**config.mk**
```make
export PLATFORM = sky130hd
export DESIGN_NAME = lvbp_queue
export DESIGN_NICKNAME = d
export VERILOG_FILES = /design/src/design/lvbp_pkg.sv /design/src/design/lvbp_queue.sv
export SDC_FILE = /design/constraint.sdc
export NUM_CORES = 1
export LEC_CHECK = 0
export BUFFER_PORTS_ARGS = -buffer_cell sky130_fd_sc_hd__buf_2
export CAP_MARGIN = 20
export CORE_ASPECT_RATIO = 1.4
export CORE_MARGIN = 2
export CORE_UTILIZATION = 52
export CTS_CLUSTER_SIZE = 24
export DETAILED_ROUTE_END_ITERATION = 12
export HOLD_SLACK_MARGIN = 0.1
export PLACE_DENSITY = 0.88
export SETUP_SLACK_MARGIN = 0.1
export SLEW_MARGIN = 30
export SYNTH_ARGS = -nofsm -noshare
export SYNTH_HDL_FRONTEND = slang
export SYNTH_SLANG_ARGS = --single-unit
```
**constraint.sdc**
```tcl
create_clock -name clk_i -period 6.3 [get_ports clk_i]
set_input_delay 0.63 -clock clk_i [delete_from_list [all_inputs] [get_ports clk_i]]
set_output_delay 0.63 -clock clk_i [all_outputs]
set_load 0.05 [all_outputs]
```
**src/design/lvbp_pkg.sv**
```systemverilog
`default_nettype none
package lvbp_pkg;
  localparam int unsigned SCORE_W = 40;
  localparam logic signed [SCORE_W-1:0] SCORE_MAX = {1'b0, {(SCORE_W-1){1'b1}}};
  localparam logic signed [SCORE_W-1:0] SCORE_NEG_INF = {1'b1, {(SCORE_W-1){1'b0}}};

  typedef enum logic [1:0] {
    REG_BETA     = 2'd0,
    REG_GAMMA    = 2'd1,
    REG_OVERRIDE = 2'd2
  } reg_idx_e;

  typedef enum logic {
    KIND_EDGE   = 1'b0,
    KIND_FINISH = 1'b1
  } kind_e;

  typedef enum logic [2:0] {
    ST_IDLE,
    ST_CLEAR,
    ST_TRACE,
    ST_EMIT,
    ST_FAIL
  } back_state_e;

  // front to back queue word
  typedef struct packed {
    logic                      finish;
    logic                      relax;
    logic [6:0]                start;
    logic [6:0]                stop;
    logic signed [SCORE_W-1:0] best;
    logic [8:0]                node;
    logic [7:0]                unigram;
    logic [6:0]                total;
  } job_t;

  function automatic logic signed [SCORE_W-1:0] sat40(input logic signed [SCORE_W+1:0] x);
    logic signed [SCORE_W+1:0] mx;
    mx = {2'b00, SCORE_MAX};
    if (x > mx) begin
      return SCORE_MAX;
    end else if (x < -mx) begin
      return -SCORE_MAX;
    end
    return x[SCORE_W-1:0];
  endfunction
endpackage
`default_nettype wire

```
**src/design/lvbp_queue.sv**
```systemverilog
`default_nettype none
module lvbp_queue (
  input  wire logic       clk_i,
  input  wire logic       rst_ni,
  input  wire logic       wr_valid_i,
  output logic            wr_ready_o,
  input  lvbp_pkg::job_t  wr_data_i,
  output logic            rd_valid_o,
  input  wire logic       rd_ready_i,
  output lvbp_pkg::job_t  rd_data_o
);
  lvbp_pkg::job_t mem_q [2];
  logic       wp_q, rp_q;
  logic [1:0] cnt_q;
  logic       wr, rd;

  assign wr_ready_o = cnt_q != 2'd2;
  assign rd_valid_o = cnt_q != 2'd0;
  assign wr = wr_valid_i && wr_ready_o;
  assign rd = rd_valid_o && rd_ready_i;
  assign rd_data_o = mem_q[rp_q];

  always_ff @(posedge clk_i or negedge rst_ni) begin
    if (!rst_ni) begin
      wp_q  <= 1'b0;
      rp_q  <= 1'b0;
      cnt_q <= 2'd0;
    end else begin
      if (wr) wp_q <= ~wp_q;
      if (rd) rp_q <= ~rp_q;
      cnt_q <= cnt_q + 2'(wr) - 2'(rd);
    end
  end

  always_ff @(posedge clk_i) begin
    if (wr) mem_q[wp_q] <= wr_data_i;
  end
endmodule
`default_nettype wire

```
==> summary.log <==
INFO  worst_setup_path critical_path_cell_count=3
INFO  routing        num_vias=3072
INFO  synthesis      number_of_enable_type_register_cells_in_the_synthesized_netlist=160
INFO  global_route   wire_length_of_the_first_global_routing_pass=16.5mm
INFO  placement      placedCellCount=572
INFO  synthesis      yosys.area.top_type=sky130_fd_sc_hd__edfxtp_1
INFO  hold_path      min_path_cells=1
INFO  die            rows=47
INFO  cts            clock-sinks=164
INFO  synthesis      synth_area=6370squm
INFO  power_and_ir_drop power.density=569nW/um^2
INFO  worst_setup_path critical_path.cell_chain=buf_4 -> mux2_2 -> buf_2
INFO  cells_and_area n_fill_cell=807
INFO  worst_setup_path critPathMaxStageDelay=0.85ns
INFO  timing         final_worst_path_cycle_share=0.530
INFO  timing         timing.setup.tns=0ns
INFO  synthesis      ys_top_cells_by_count=160 x sky130_fd_sc_hd__edfxtp_1, 79 x sky130_fd_sc_hd__mux2_4, 8 x sky130_fd_sc_hd__buf_12
INFO  die            placeableCoreArea=11900squm
INFO  worst_setup_path crit_path_launch=rp_q
INFO  global_route   first_global_vias=3302
INFO  synthesis      syn-instance-count=266
INFO  cts            cts-buffers-inserted=17
INFO  cts            clock_tree.buffer_depth=2
INFO  synthesis      yosys-top-cells-area=sky130_fd_sc_hd__edfxtp_1 75%, sky130_fd_sc_hd__mux2_4 19%, sky130_fd_sc_hd__buf_12 2.5%
INFO  worst_setup_path critical_path.top_delay_family=buffers and inverters
INFO  global_route   grt_start_max_net_pins=81
INFO  power_and_ir_drop power.static_leakage=0.00319uW
INFO  routing        drt_iter0_drc=147
INFO  worst_setup_path arrival=2.71ns
INFO  timing         clock.fmax=0.300GHz
INFO  cells_and_area final_core_util=0.663
INFO  global_route   track_usage=0.166
INFO  synthesis      synthArstFlopShare=0.0244
INFO  routing        drt-total-wl=10.8mm
INFO  timing         worst_slew_margin_rel=0.433
INFO  worst_setup_path critPathRequiredTime=5.67ns
INFO  die            start_util=0.536
INFO  synthesis      syn-num-nets=352
INFO  worst_setup_path critical_path_peak_fanout=47
INFO  die            die_width=97.6um
INFO  timing         post-route-min-period=3.34ns
INFO  routing        final_antenna_net_count=0
INFO  cts            clkLatencyLatePin=0.41ns
INFO  cts            cts.hold.buffers_added=1
INFO  routing        detailedRoute.firstPassIterationCount=4
INFO  worst_setup_path crit_path_top_delay_cell=sky130_fd_sc_hd__dfrtp_4
INFO  timing         rsz0062_at_grt=false
INFO  placement      port_buffers=165
INFO  cells_and_area layout-drive-gt1-share=0.614
INFO  timing         setup-violations-final=0
INFO  cts            cts_root_buf=sky130_fd_sc_hd__clkbuf_16
INFO  worst_setup_path critical_path.startpoint_type=flop
INFO  timing         report.final.hold_viol_count=0
INFO  placement      routabilityCongestion=0.733
INFO  power_and_ir_drop power.ir.vdd_worst=0.422mV
INFO  cts            worst_setup_hold_path_clk_slew=0.06ns
INFO  synthesis      sequential_fraction_of_the_synthesis_area=0.770
INFO  timing         tightest_slew=0.851ns
INFO  worst_setup_path worst_r2r_startpoint=rp_q
INFO  cells_and_area instances_no_fill=607
INFO  worst_setup_path critPathCaptureType=primary output
INFO  synthesis      number_of_unique_standard_cell_types_used_by_synthesis=16
INFO  synthesis      yosysWarningCount=0
INFO  cts            cts.htree.levels=4
INFO  cts            postCtsResizedCells=0
INFO  worst_setup_path path_buf_inv=2
INFO  cells_and_area finalNetCount=531
INFO  synthesis      avgSynthCellArea=24.0squm
INFO  placement      place.detailed.hpwl=7.26mm
INFO  cells_and_area layout.cell_area.non_filler=7870squm
INFO  timing         maxSlewViolCount=0
INFO  run_status     outcome=complete, no violations
INFO  routing        drc_errors=0
INFO  cts            post_cts_buffers=0
INFO  timing         final.setup_skew=0.0108ns
INFO  hold_path      worst_hold_startpoint=wr_data_i[25]
INFO  global_route   gr-total-overflow=0
INFO  cts            tritoncts=yes
INFO  placement      postPlaceCellArea=7260squm
INFO  routing        vias_per_cell=5.06
INFO  global_route   initial_antenna_violation_count=5
INFO  synthesis      ys_dominant_reg_cell=sky130_fd_sc_hd__edfxtp_1
INFO  die            die_height=135um
INFO  hold_path      classification_of_the_worst_slack_hold_path=input port to flop
INFO  die            fp.dieArea=13200squm
INFO  synthesis      synth_seq_cells=164
INFO  run            cap_violations=0
INFO  worst_setup_path critical_path_class=flop to primary output
INFO  die            number_of_ports_placed_on_the_die_boundary=166
INFO  worst_setup_path worst-r2r-cell-count=2
INFO  cells_and_area areaGrowthSynthToFinish=23.6%
INFO  synthesis      synth_top_cell_area_share=0.754
INFO  routing        wl_per_cell=17.9um
INFO  synthesis      synth_most_common_cell=sky130_fd_sc_hd__edfxtp_1
[stage by stage]
stage                     hold WS (ns)  setup slack (ns)  power [uW]
final                            0.408              2.96        4480
after global routing             0.386              2.84        4650
after CTS                        0.386              2.91        4530
after detailed placement         0.447              3.36        3520
after global placement           0.441              3.39        3460
after floorplan                  0.334              1.42        3270
[path summary, 6_finish.rpt]
check / end / slack (ns)
setup / recovery: rd_data_o[79] / 2.96
hold / removal: mem_q[0][25] / 0.41
setup reg to reg: rp_q / 4.38
hold reg to reg: cnt_q[0] / 0.55
max in group asynchronous: rp_q / 5.60
min in group asynchronous: wp_q / 0.56
[layout make-up]
class | instances | area [sq um] | area share
antenna | 2 | 5.00 | 0.000636
clock inverter | 8 | 101 | 0.0129
inverter | 1 | 3.75 | 0.000477
tap | 147 | 184 | 0.0234
sequential | 164 | 4910 | 0.623
clock buffer | 24 | 492 | 0.0625
timing repair buffer | 169 | 875 | 0.111
multi-input combinational | 92 | 1310 | 0.166
[logic make-up after synthesis]
family,synth area share
XOR/XNOR,0.00550
buffers and inverters,0.0275
multiplexers,0.188
adder cells (fa/ha/maj),0.00393
AND/OR/NAND/NOR,0.00550
flip-flops,0.770
[report_power, final]
group          switching, uW  internal [uW]
combinational           1250            608
sequential               129           1500
clock                    375            625
[placed cells by master (no fill, tap or decap), types with 3 or more instances in the layout]
master / netlist / final
sky130_fd_sc_hd__buf_2: 0 / 165
sky130_fd_sc_hd__edfxtp_1: 160 / 160
sky130_fd_sc_hd__mux2_4: 79 / 79
sky130_fd_sc_hd__clkbuf_16: 0 / 17
sky130_fd_sc_hd__clkbuf_8: 0 / 4
sky130_fd_sc_hd__xnor2_1: 3 / 3
sky130_fd_sc_hd__clkinvlp_4: 0 / 3
sky130_fd_sc_hd__clkbuf_1: 0 / 3
sky130_fd_sc_hd__dfrtp_1: 4 / 3
[worst register-to-register path: stages (launching register included)]
cell	delay [ns]
sky130_fd_sc_hd__dfrtp_4	0.85
sky130_fd_sc_hd__buf_4	0.77
sky130_fd_sc_hd__xor2_1	0.16
[layer usage]
| metal | vias to the layer above | GRT usage | share of wire |
|---|---|---|---|
| li1 | 1413 | - | - |
| met1 | 1510 | 0.175 | 0.37 |
| met2 | 116 | 0.295 | 0.55 |
| met3 | 27 | 0.0533 | 0.061 |
| met4 | 6 | 0.0910 | 0.024 |
| met5 | - | 0 | 0.0031 |
[sequential cells by signal, summed over array words and instances (netlist names)]
| name | cells |
|---|---|
| rp_q | 1 |
| cnt_q | 2 |
| wp_q | 1 |
| mem_q | 160 |
Note: power is estimated with default switching activity, not from simulation.
