**src/design/lvbp_pkg.sv**
```systemverilog
`default_nettype none
package lvbp_pkg;
  localparam int unsigned SCORE_W = 40;
  localparam logic signed [SCORE_W-1:0] SCORE_MAX = {1'b0, {(SCORE_W-1){1'b1}}};
  localparam logic signed [SCORE_W-1:0] SCORE_NEG_INF = {1'b1, {(SCORE_W-1){1'b0}}};

  typedef enum logic [1:0] {
    REG_BETA     = 2'd0,
    REG_GAMMA    = 2'd1,
    REG_OVERRIDE = 2'd2
  } reg_idx_e;

  typedef enum logic {
    KIND_EDGE   = 1'b0,
    KIND_FINISH = 1'b1
  } kind_e;

  typedef enum logic [2:0] {
    ST_IDLE,
    ST_CLEAR,
    ST_TRACE,
    ST_EMIT,
    ST_FAIL
  } back_state_e;

  // front to back queue word
  typedef struct packed {
    logic                      finish;
    logic                      relax;
    logic [6:0]                start;
    logic [6:0]                stop;
    logic signed [SCORE_W-1:0] best;
    logic [8:0]                node;
    logic [7:0]                unigram;
    logic [6:0]                total;
  } job_t;

  function automatic logic signed [SCORE_W-1:0] sat40(input logic signed [SCORE_W+1:0] x);
    logic signed [SCORE_W+1:0] mx;
    mx = {2'b00, SCORE_MAX};
    if (x > mx) begin
      return SCORE_MAX;
    end else if (x < -mx) begin
      return -SCORE_MAX;
    end
    return x[SCORE_W-1:0];
  endfunction
endpackage
`default_nettype wire

```
**src/design/lvbp_front.sv**
```systemverilog
`default_nettype none
module lvbp_front #(
  parameter int unsigned MAX_READINGS = 64,
  parameter int unsigned MAX_SPAN     = 8,
  parameter int unsigned MAX_NODES    = 512
) (
  input  wire logic                clk_i,
  input  wire logic                rst_ni,
  input  wire logic signed [23:0]  beta_i,
  input  wire logic signed [31:0]  gamma_i,
  input  wire logic signed [31:0]  override_i,
  input  wire logic                in_valid_i,
  output logic                     in_ready_o,
  input  wire logic                kind_i,
  input  wire logic [5:0]          node_start_i,
  input  wire logic [3:0]          span_length_i,
  input  wire logic [7:0]          unigram_index_i,
  input  wire logic signed [31:0]  lm_score_i,
  input  wire logic signed [31:0]  neural_score_i,
  input  wire logic                node_pinned_i,
  input  wire logic signed [8:0]   pin_index_i,
  input  wire logic                last_edge_i,
  input  wire logic [6:0]          total_length_i,
  output logic                     job_valid_o,
  input  wire logic                job_ready_i,
  output lvbp_pkg::job_t           job_o
);
  localparam int unsigned SW = lvbp_pkg::SCORE_W;
  localparam int unsigned CW = $clog2(MAX_NODES + 1);

  // stage 1: product register
  logic                      s1_v_q;
  logic                      s1_kind_q, s1_pinned_q, s1_last_q;
  logic [5:0]                s1_start_q;
  logic [3:0]                s1_span_q;
  logic [7:0]                s1_uni_q;
  logic signed [31:0]        s1_lm_q;
  logic signed [55:0]        s1_prod_q;
  logic signed [8:0]         s1_pin_q;
  logic [6:0]                s1_total_q;

  logic signed [SW-1:0]      best_q, best_d;
  logic [7:0]                buni_q, buni_d;
  logic [CW-1:0]             cnt_q, cnt_d;

  logic                      out_v_q;
  lvbp_pkg::job_t            out_q, out_d;

  logic s1_go;
  assign s1_go      = s1_v_q && (!out_v_q || job_ready_i);
  assign in_ready_o = !s1_v_q || s1_go;

  always_ff @(posedge clk_i or negedge rst_ni) begin
    if (!rst_ni) begin
      s1_v_q <= 1'b0;
    end else if (in_ready_o) begin
      s1_v_q <= in_valid_i;
    end
  end

  always_ff @(posedge clk_i) begin
    if (in_ready_o && in_valid_i) begin
      s1_kind_q   <= kind_i;
      s1_pinned_q <= node_pinned_i;
      s1_last_q   <= last_edge_i;
      s1_start_q  <= node_start_i;
      s1_span_q   <= span_length_i;
      s1_uni_q    <= unigram_index_i;
      s1_lm_q     <= lm_score_i;
      s1_prod_q   <= 56'(beta_i * neural_score_i);
      s1_pin_q    <= pin_index_i;
      s1_total_q  <= total_length_i;
    end
  end

  logic signed [SW+1:0] w_raw;
  logic signed [SW-1:0] w, nb, ov;
  logic signed [55:0]   rnd;
  logic [7:0]           nu;
  logic [7:0]           end_pos;
  logic                 span_ok;

  always_comb begin
    rnd = (s1_prod_q + 56'sd32768) >>> 16;
    if (s1_pinned_q) begin
      w_raw = 42'(s1_lm_q);
    end else begin
      w_raw = 42'(s1_lm_q) + 42'(rnd) + 42'(gamma_i);
    end
    w = lvbp_pkg::sat40(w_raw);
    nb = best_q;
    nu = buni_q;
    if (w > best_q) begin
      nb = w;
      nu = s1_uni_q;
    end
    ov = lvbp_pkg::sat40(42'(override_i));
    if (!s1_pin_q[8]) begin
      nb = ov;
      nu = s1_pin_q[7:0];
    end
    end_pos = 8'(s1_start_q) + 8'(s1_span_q);
    span_ok = (s1_span_q != 4'd0) && (32'(s1_span_q) <= MAX_SPAN) &&
              (32'(end_pos) <= MAX_READINGS);

    best_d = best_q;
    buni_d = buni_q;
    cnt_d  = cnt_q;
    out_d  = out_q;
    if (s1_kind_q == lvbp_pkg::KIND_FINISH) begin
      best_d = lvbp_pkg::SCORE_NEG_INF;
      buni_d = '0;
      cnt_d  = '0;
      out_d  = '0;
      out_d.finish = 1'b1;
      out_d.total  = s1_total_q;
    end else if (s1_last_q) begin
      best_d = lvbp_pkg::SCORE_NEG_INF;
      buni_d = '0;
      out_d  = '0;
      if (32'(cnt_q) < MAX_NODES) begin
        cnt_d = cnt_q + CW'(1);
        out_d.relax   = span_ok && (nb != lvbp_pkg::SCORE_NEG_INF);
        out_d.start   = 7'(s1_start_q);
        out_d.stop    = end_pos[6:0];
        out_d.best    = nb;
        out_d.node    = 9'(cnt_q);
        out_d.unigram = nu;
      end
    end else begin
      best_d = (w > best_q) ? w : best_q;
      buni_d = (w > best_q) ? s1_uni_q : buni_q;
    end
  end

  logic emit;
  assign emit = s1_kind_q == lvbp_pkg::KIND_FINISH || (s1_last_q && 32'(cnt_q) < MAX_NODES);

  always_ff @(posedge clk_i or negedge rst_ni) begin
    if (!rst_ni) begin
      best_q  <= lvbp_pkg::SCORE_NEG_INF;
      buni_q  <= '0;
      cnt_q   <= '0;
      out_v_q <= 1'b0;
    end else begin
      if (job_ready_i) begin
        out_v_q <= 1'b0;
      end
      if (s1_go) begin
        best_q <= best_d;
        buni_q <= buni_d;
        cnt_q  <= cnt_d;
        if (emit) begin
          out_v_q <= 1'b1;
        end
      end
    end
  end

  always_ff @(posedge clk_i) begin
    if (s1_go && emit) begin
      out_q <= out_d;
    end
  end

  assign job_valid_o = out_v_q;
  assign job_o       = out_q;
endmodule
`default_nettype wire

```
**config.mk**
```make
export PLATFORM = sky130hd
export DESIGN_NAME = lvbp_front
export DESIGN_NICKNAME = d
export VERILOG_FILES = /design/src/design/lvbp_pkg.sv /design/src/design/lvbp_front.sv
export SDC_FILE = /design/constraint.sdc
export NUM_CORES = 2
export LEC_CHECK = 0
export BUFFER_PORTS_ARGS = -buffer_cell sky130_fd_sc_hd__clkbuf_2
export CORE_MARGIN = 2
export CORE_UTILIZATION = 49
export CTS_CLUSTER_SIZE = 16
export DETAILED_ROUTE_END_ITERATION = 8
export PLACE_DENSITY = 0.67
export SLEW_MARGIN = 20
export SYNTH_ARGS = -nofsm -noshare
export SYNTH_HDL_FRONTEND = slang
export SYNTH_SLANG_ARGS = --single-unit
```
**constraint.sdc**
```tcl
create_clock -name clk_i -period 10.7 [get_ports clk_i]
set_input_delay 0 -clock clk_i [delete_from_list [all_inputs] [get_ports clk_i]]
set_output_delay 0 -clock clk_i [all_outputs]
set_load 0.01 [all_outputs]
```
==> metrics.cfg <==
[synth]
synth.largest_area_cell=fa_1
netlist_area_mm2=0.0417
synthMuxAreaShare=0.00492
synth_xor_area_frac=0.0237
synth-seq-cells=249
synth-compound-area-share=0.0833
synth.most_common_cell=inv_1
synth_nets=5585
synth-edff-count=189
synth_flop_cell=edfxtp_1
syn_avg_cell_area_um2=9.62
synth_common_cells=825 x inv_1, 824 x fa_1, 629 x nand2_1
synth_top_family_by_area=adder cells
synth_cell_type_count=89
synth_fa_ha_area_frac=0.465
synthCells=4336
synthTopCellsByArea=fa_1 40%, edfxtp_1 14%, inv_1 7.4%
async_flop_share=0.241
ys_warn_count=0
synth_top_area_share=0.396
synthSimpleGateAreaFrac=0.156
synth-seq-area-share=0.172

[sta]
min_period_ns=9.83
slew_viol_final=0
grt_setup_unrepaired=no
clock.fmax_mhz=102
finalHoldViolations=0
fin_tns_setup_ns=0
fin_skew_ns=0.0205
finalSetupViolations=0
tightest_slew_ns=1.06
period_share=0.919
relSlewSlack=0.293

[cts]
cts_num_sinks=249
cts.clk_slew.worst_paths_ns=0.06
post-cts-setup-buffers=0
htreeDepth=1
cts_tree=yes
clock_latency_ns=0.57
cts_made_buffers=26
root_buffer=clkbuf_16
clockBufferDepth=3

[grt]
grt_max_degree=71
grt_pass1_vias=33300
gr-total-overflow=0
grt_pass1_wl_mm=191
grt_usage=0.286
antenna_found_initial=1

[setup_path]
r2r_cells=38
cp-end-kind=flop
cp_data_required_time_ns=10.96
arrival_ns=10.09
cpPeakStageDelay_ns=0.57
critPathMaxFanout=38
cpMostUsedCell=nand2_1
cp_slowest_cell=or4b_1
critPathLaunchType=flop
r2r_start=s1_prod_q[17]$_DFFE_PP_
criticalPathCategory=flop to flop
rrSetupSlack_ns=0.87
rr_endpoint=job_o[78]$_SDFFCE_PP0P_

[cells_and_area]
area_growth_pct=9.88
drive_gt1_frac=0.0849
nets=5811

[die]
dieArea_mm2=0.0875
die_h_um=296
num_io_pins=275
row_count=106
coreArea_mm2=0.0840
initial_core_util=0.497
die_w_um=296

[worst_hold_path]
hold_path_depth=5
hp-start=override_i[25]
worstHoldPathType=input pin to flop
hold_end=job_o[49]$_SDFFCE_PP0P_

[routing]
drcViolationCount=0
routed_wirelength_mm=122
dr_total_vias=31300
first_pass_iters=6
drt_iter0_markers=2155
avgViaCountPerCell=5.48
antenna_left=0
wl_per_cell_um=21.3

[flow_run]
cap_violations=0

[placement]
dp.final_hpwl_mm=93.0
portBuffers=273
finalWeightedCongestion=0.944

[run_status]
outcome=completed

[cell usage in the layout, fill, tap and decap left out, types with 29 or more instances in the layout]
master         netlist  layout
inv_1              825     824
fa_1               824     824
nand2_1            629     628
and2_1             288     287
clkbuf_2             0     273
ha_1               232     231
edfxtp_1           189     189
nor2_1             153     152
a21oi_1            114     114
dlygate4sd3_1        0     104
o21ai_0             83      83
xnor2_1             74      74
dfrtp_1             59      59
a21o_1              57      57
nor3_1              50      49
nand3_1             47      47
nand2b_1            44      44
xor2_1              39      39
and3_1              36      36
nand4_1             35      35
buf_4                2      35
a22o_1              32      32
a211oi_1            29      29
[how the worst max path moves through the flow]
stage | end | startpoint | cells after the start
2_1_floorplan | job_o[10]$_SDFFCE_PP0P_ | s1_prod_q[17]$_DFFE_PP_ | 41
3_3_place_gp | job_o[78]$_SDFFCE_PP0P_ | s1_prod_q[17]$_DFFE_PP_ | 38
3_5_place_dp | job_o[78]$_SDFFCE_PP0P_ | s1_prod_q[17]$_DFFE_PP_ | 38
4_1_cts | job_o[78]$_SDFFCE_PP0P_ | s1_prod_q[17]$_DFFE_PP_ | 38
5_1_grt | job_o[78]$_SDFFCE_PP0P_ | s1_prod_q[17]$_DFFE_PP_ | 38
6_report | job_o[78]$_SDFFCE_PP0P_ | s1_prod_q[17]$_DFFE_PP_ | 38
[routing by layer]
metal	wire [um]	share of wire	global-route usage
met2	57400	0.47	0.471
met4	2880	0.024	0.0635
met5	0	0	0
met3	10400	0.085	0.0492
met1	51300	0.42	0.398
[kinds of logic after synthesis]
kind of cell | count (synthesis)
adders and majority gates | 1056
buffers and inverters | 1040
muxes | 20
AOI/OAI and AO/OA | 500
DFF | 249
and+or+nand+nor | 1357
other | 1
xor gates and xnor gates | 113
[flip-flops by register name, indices dropped and copies added (netlist names)]
| name | cells |
|---|---|
| s1_uni_q | 8 |
| best_q | 40 |
| buni_q | 8 |
| s1_total_q | 7 |
| job_o | 79 |
| s1_lm_q | 32 |
| job_valid_o | 1 |
| s1_pinned_q | 1 |
| s1_pin_q | 9 |
| s1_kind_q | 1 |
| cnt_q | 10 |
| s1_prod_q | 41 |
| s1_start_q | 6 |
| s1_span_q | 4 |
| s1_last_q | 1 |
| s1_v_q | 1 |
[worst max-delay path: cells and delay by family (launching register included)]
kind            cells  cell delay [ns]
simple gates       18             4.41
flops               1             0.40
compound gates     14             2.88
fa+ha+maj           3             1.17
xor+xnor            1             0.19
buf+inv             2             0.46
[what timing repair did]
action / 4_1_cts / 5_1_grt
hold endpoints to repair: 163 / 0
hold buffers: 104 / 0
endpoints found under the setup margin: 0 / 3
gates resized for setup: 0 / 3
[through the flow]
| stage | setup slack (ns) | hold WS (ns) | utilization | cells | instance area (um^2) |
|---|---|---|---|---|---|
| detailed placement | 0.411 | 0.179 | 0.523 | 5564 | 43900 |
| global route | 0.100 | 0.155 | 0.546 | 5717 | 45800 |
| CTS | 0.361 | 0.106 | 0.546 | 5716 | 45800 |
| floorplan | 2.02 | -0.296 | - | 4336 | 41700 |
| finish | 0.870 | 0.114 | 0.546 | 5718 | 45800 |
| global placement | 0.688 | 0.177 | 0.523 | 5564 | 43900 |
[area by class of cell]
type / count / area, um^2
sequential: 249 / 7180
clock buffer: 27 / 654
inverter: 825 / 3100
fill: 7586 / 38100
clock inverter: 21 / 193
tap: 1134 / 1420
multi-input combinational: 3047 / 30600
antenna: 2 / 5.00
timing repair buffer: 413 / 2680
Power is left out: the tool's default activity adds up to more than one toggle a clock period on the data nets, which glitch-free logic cannot reach.
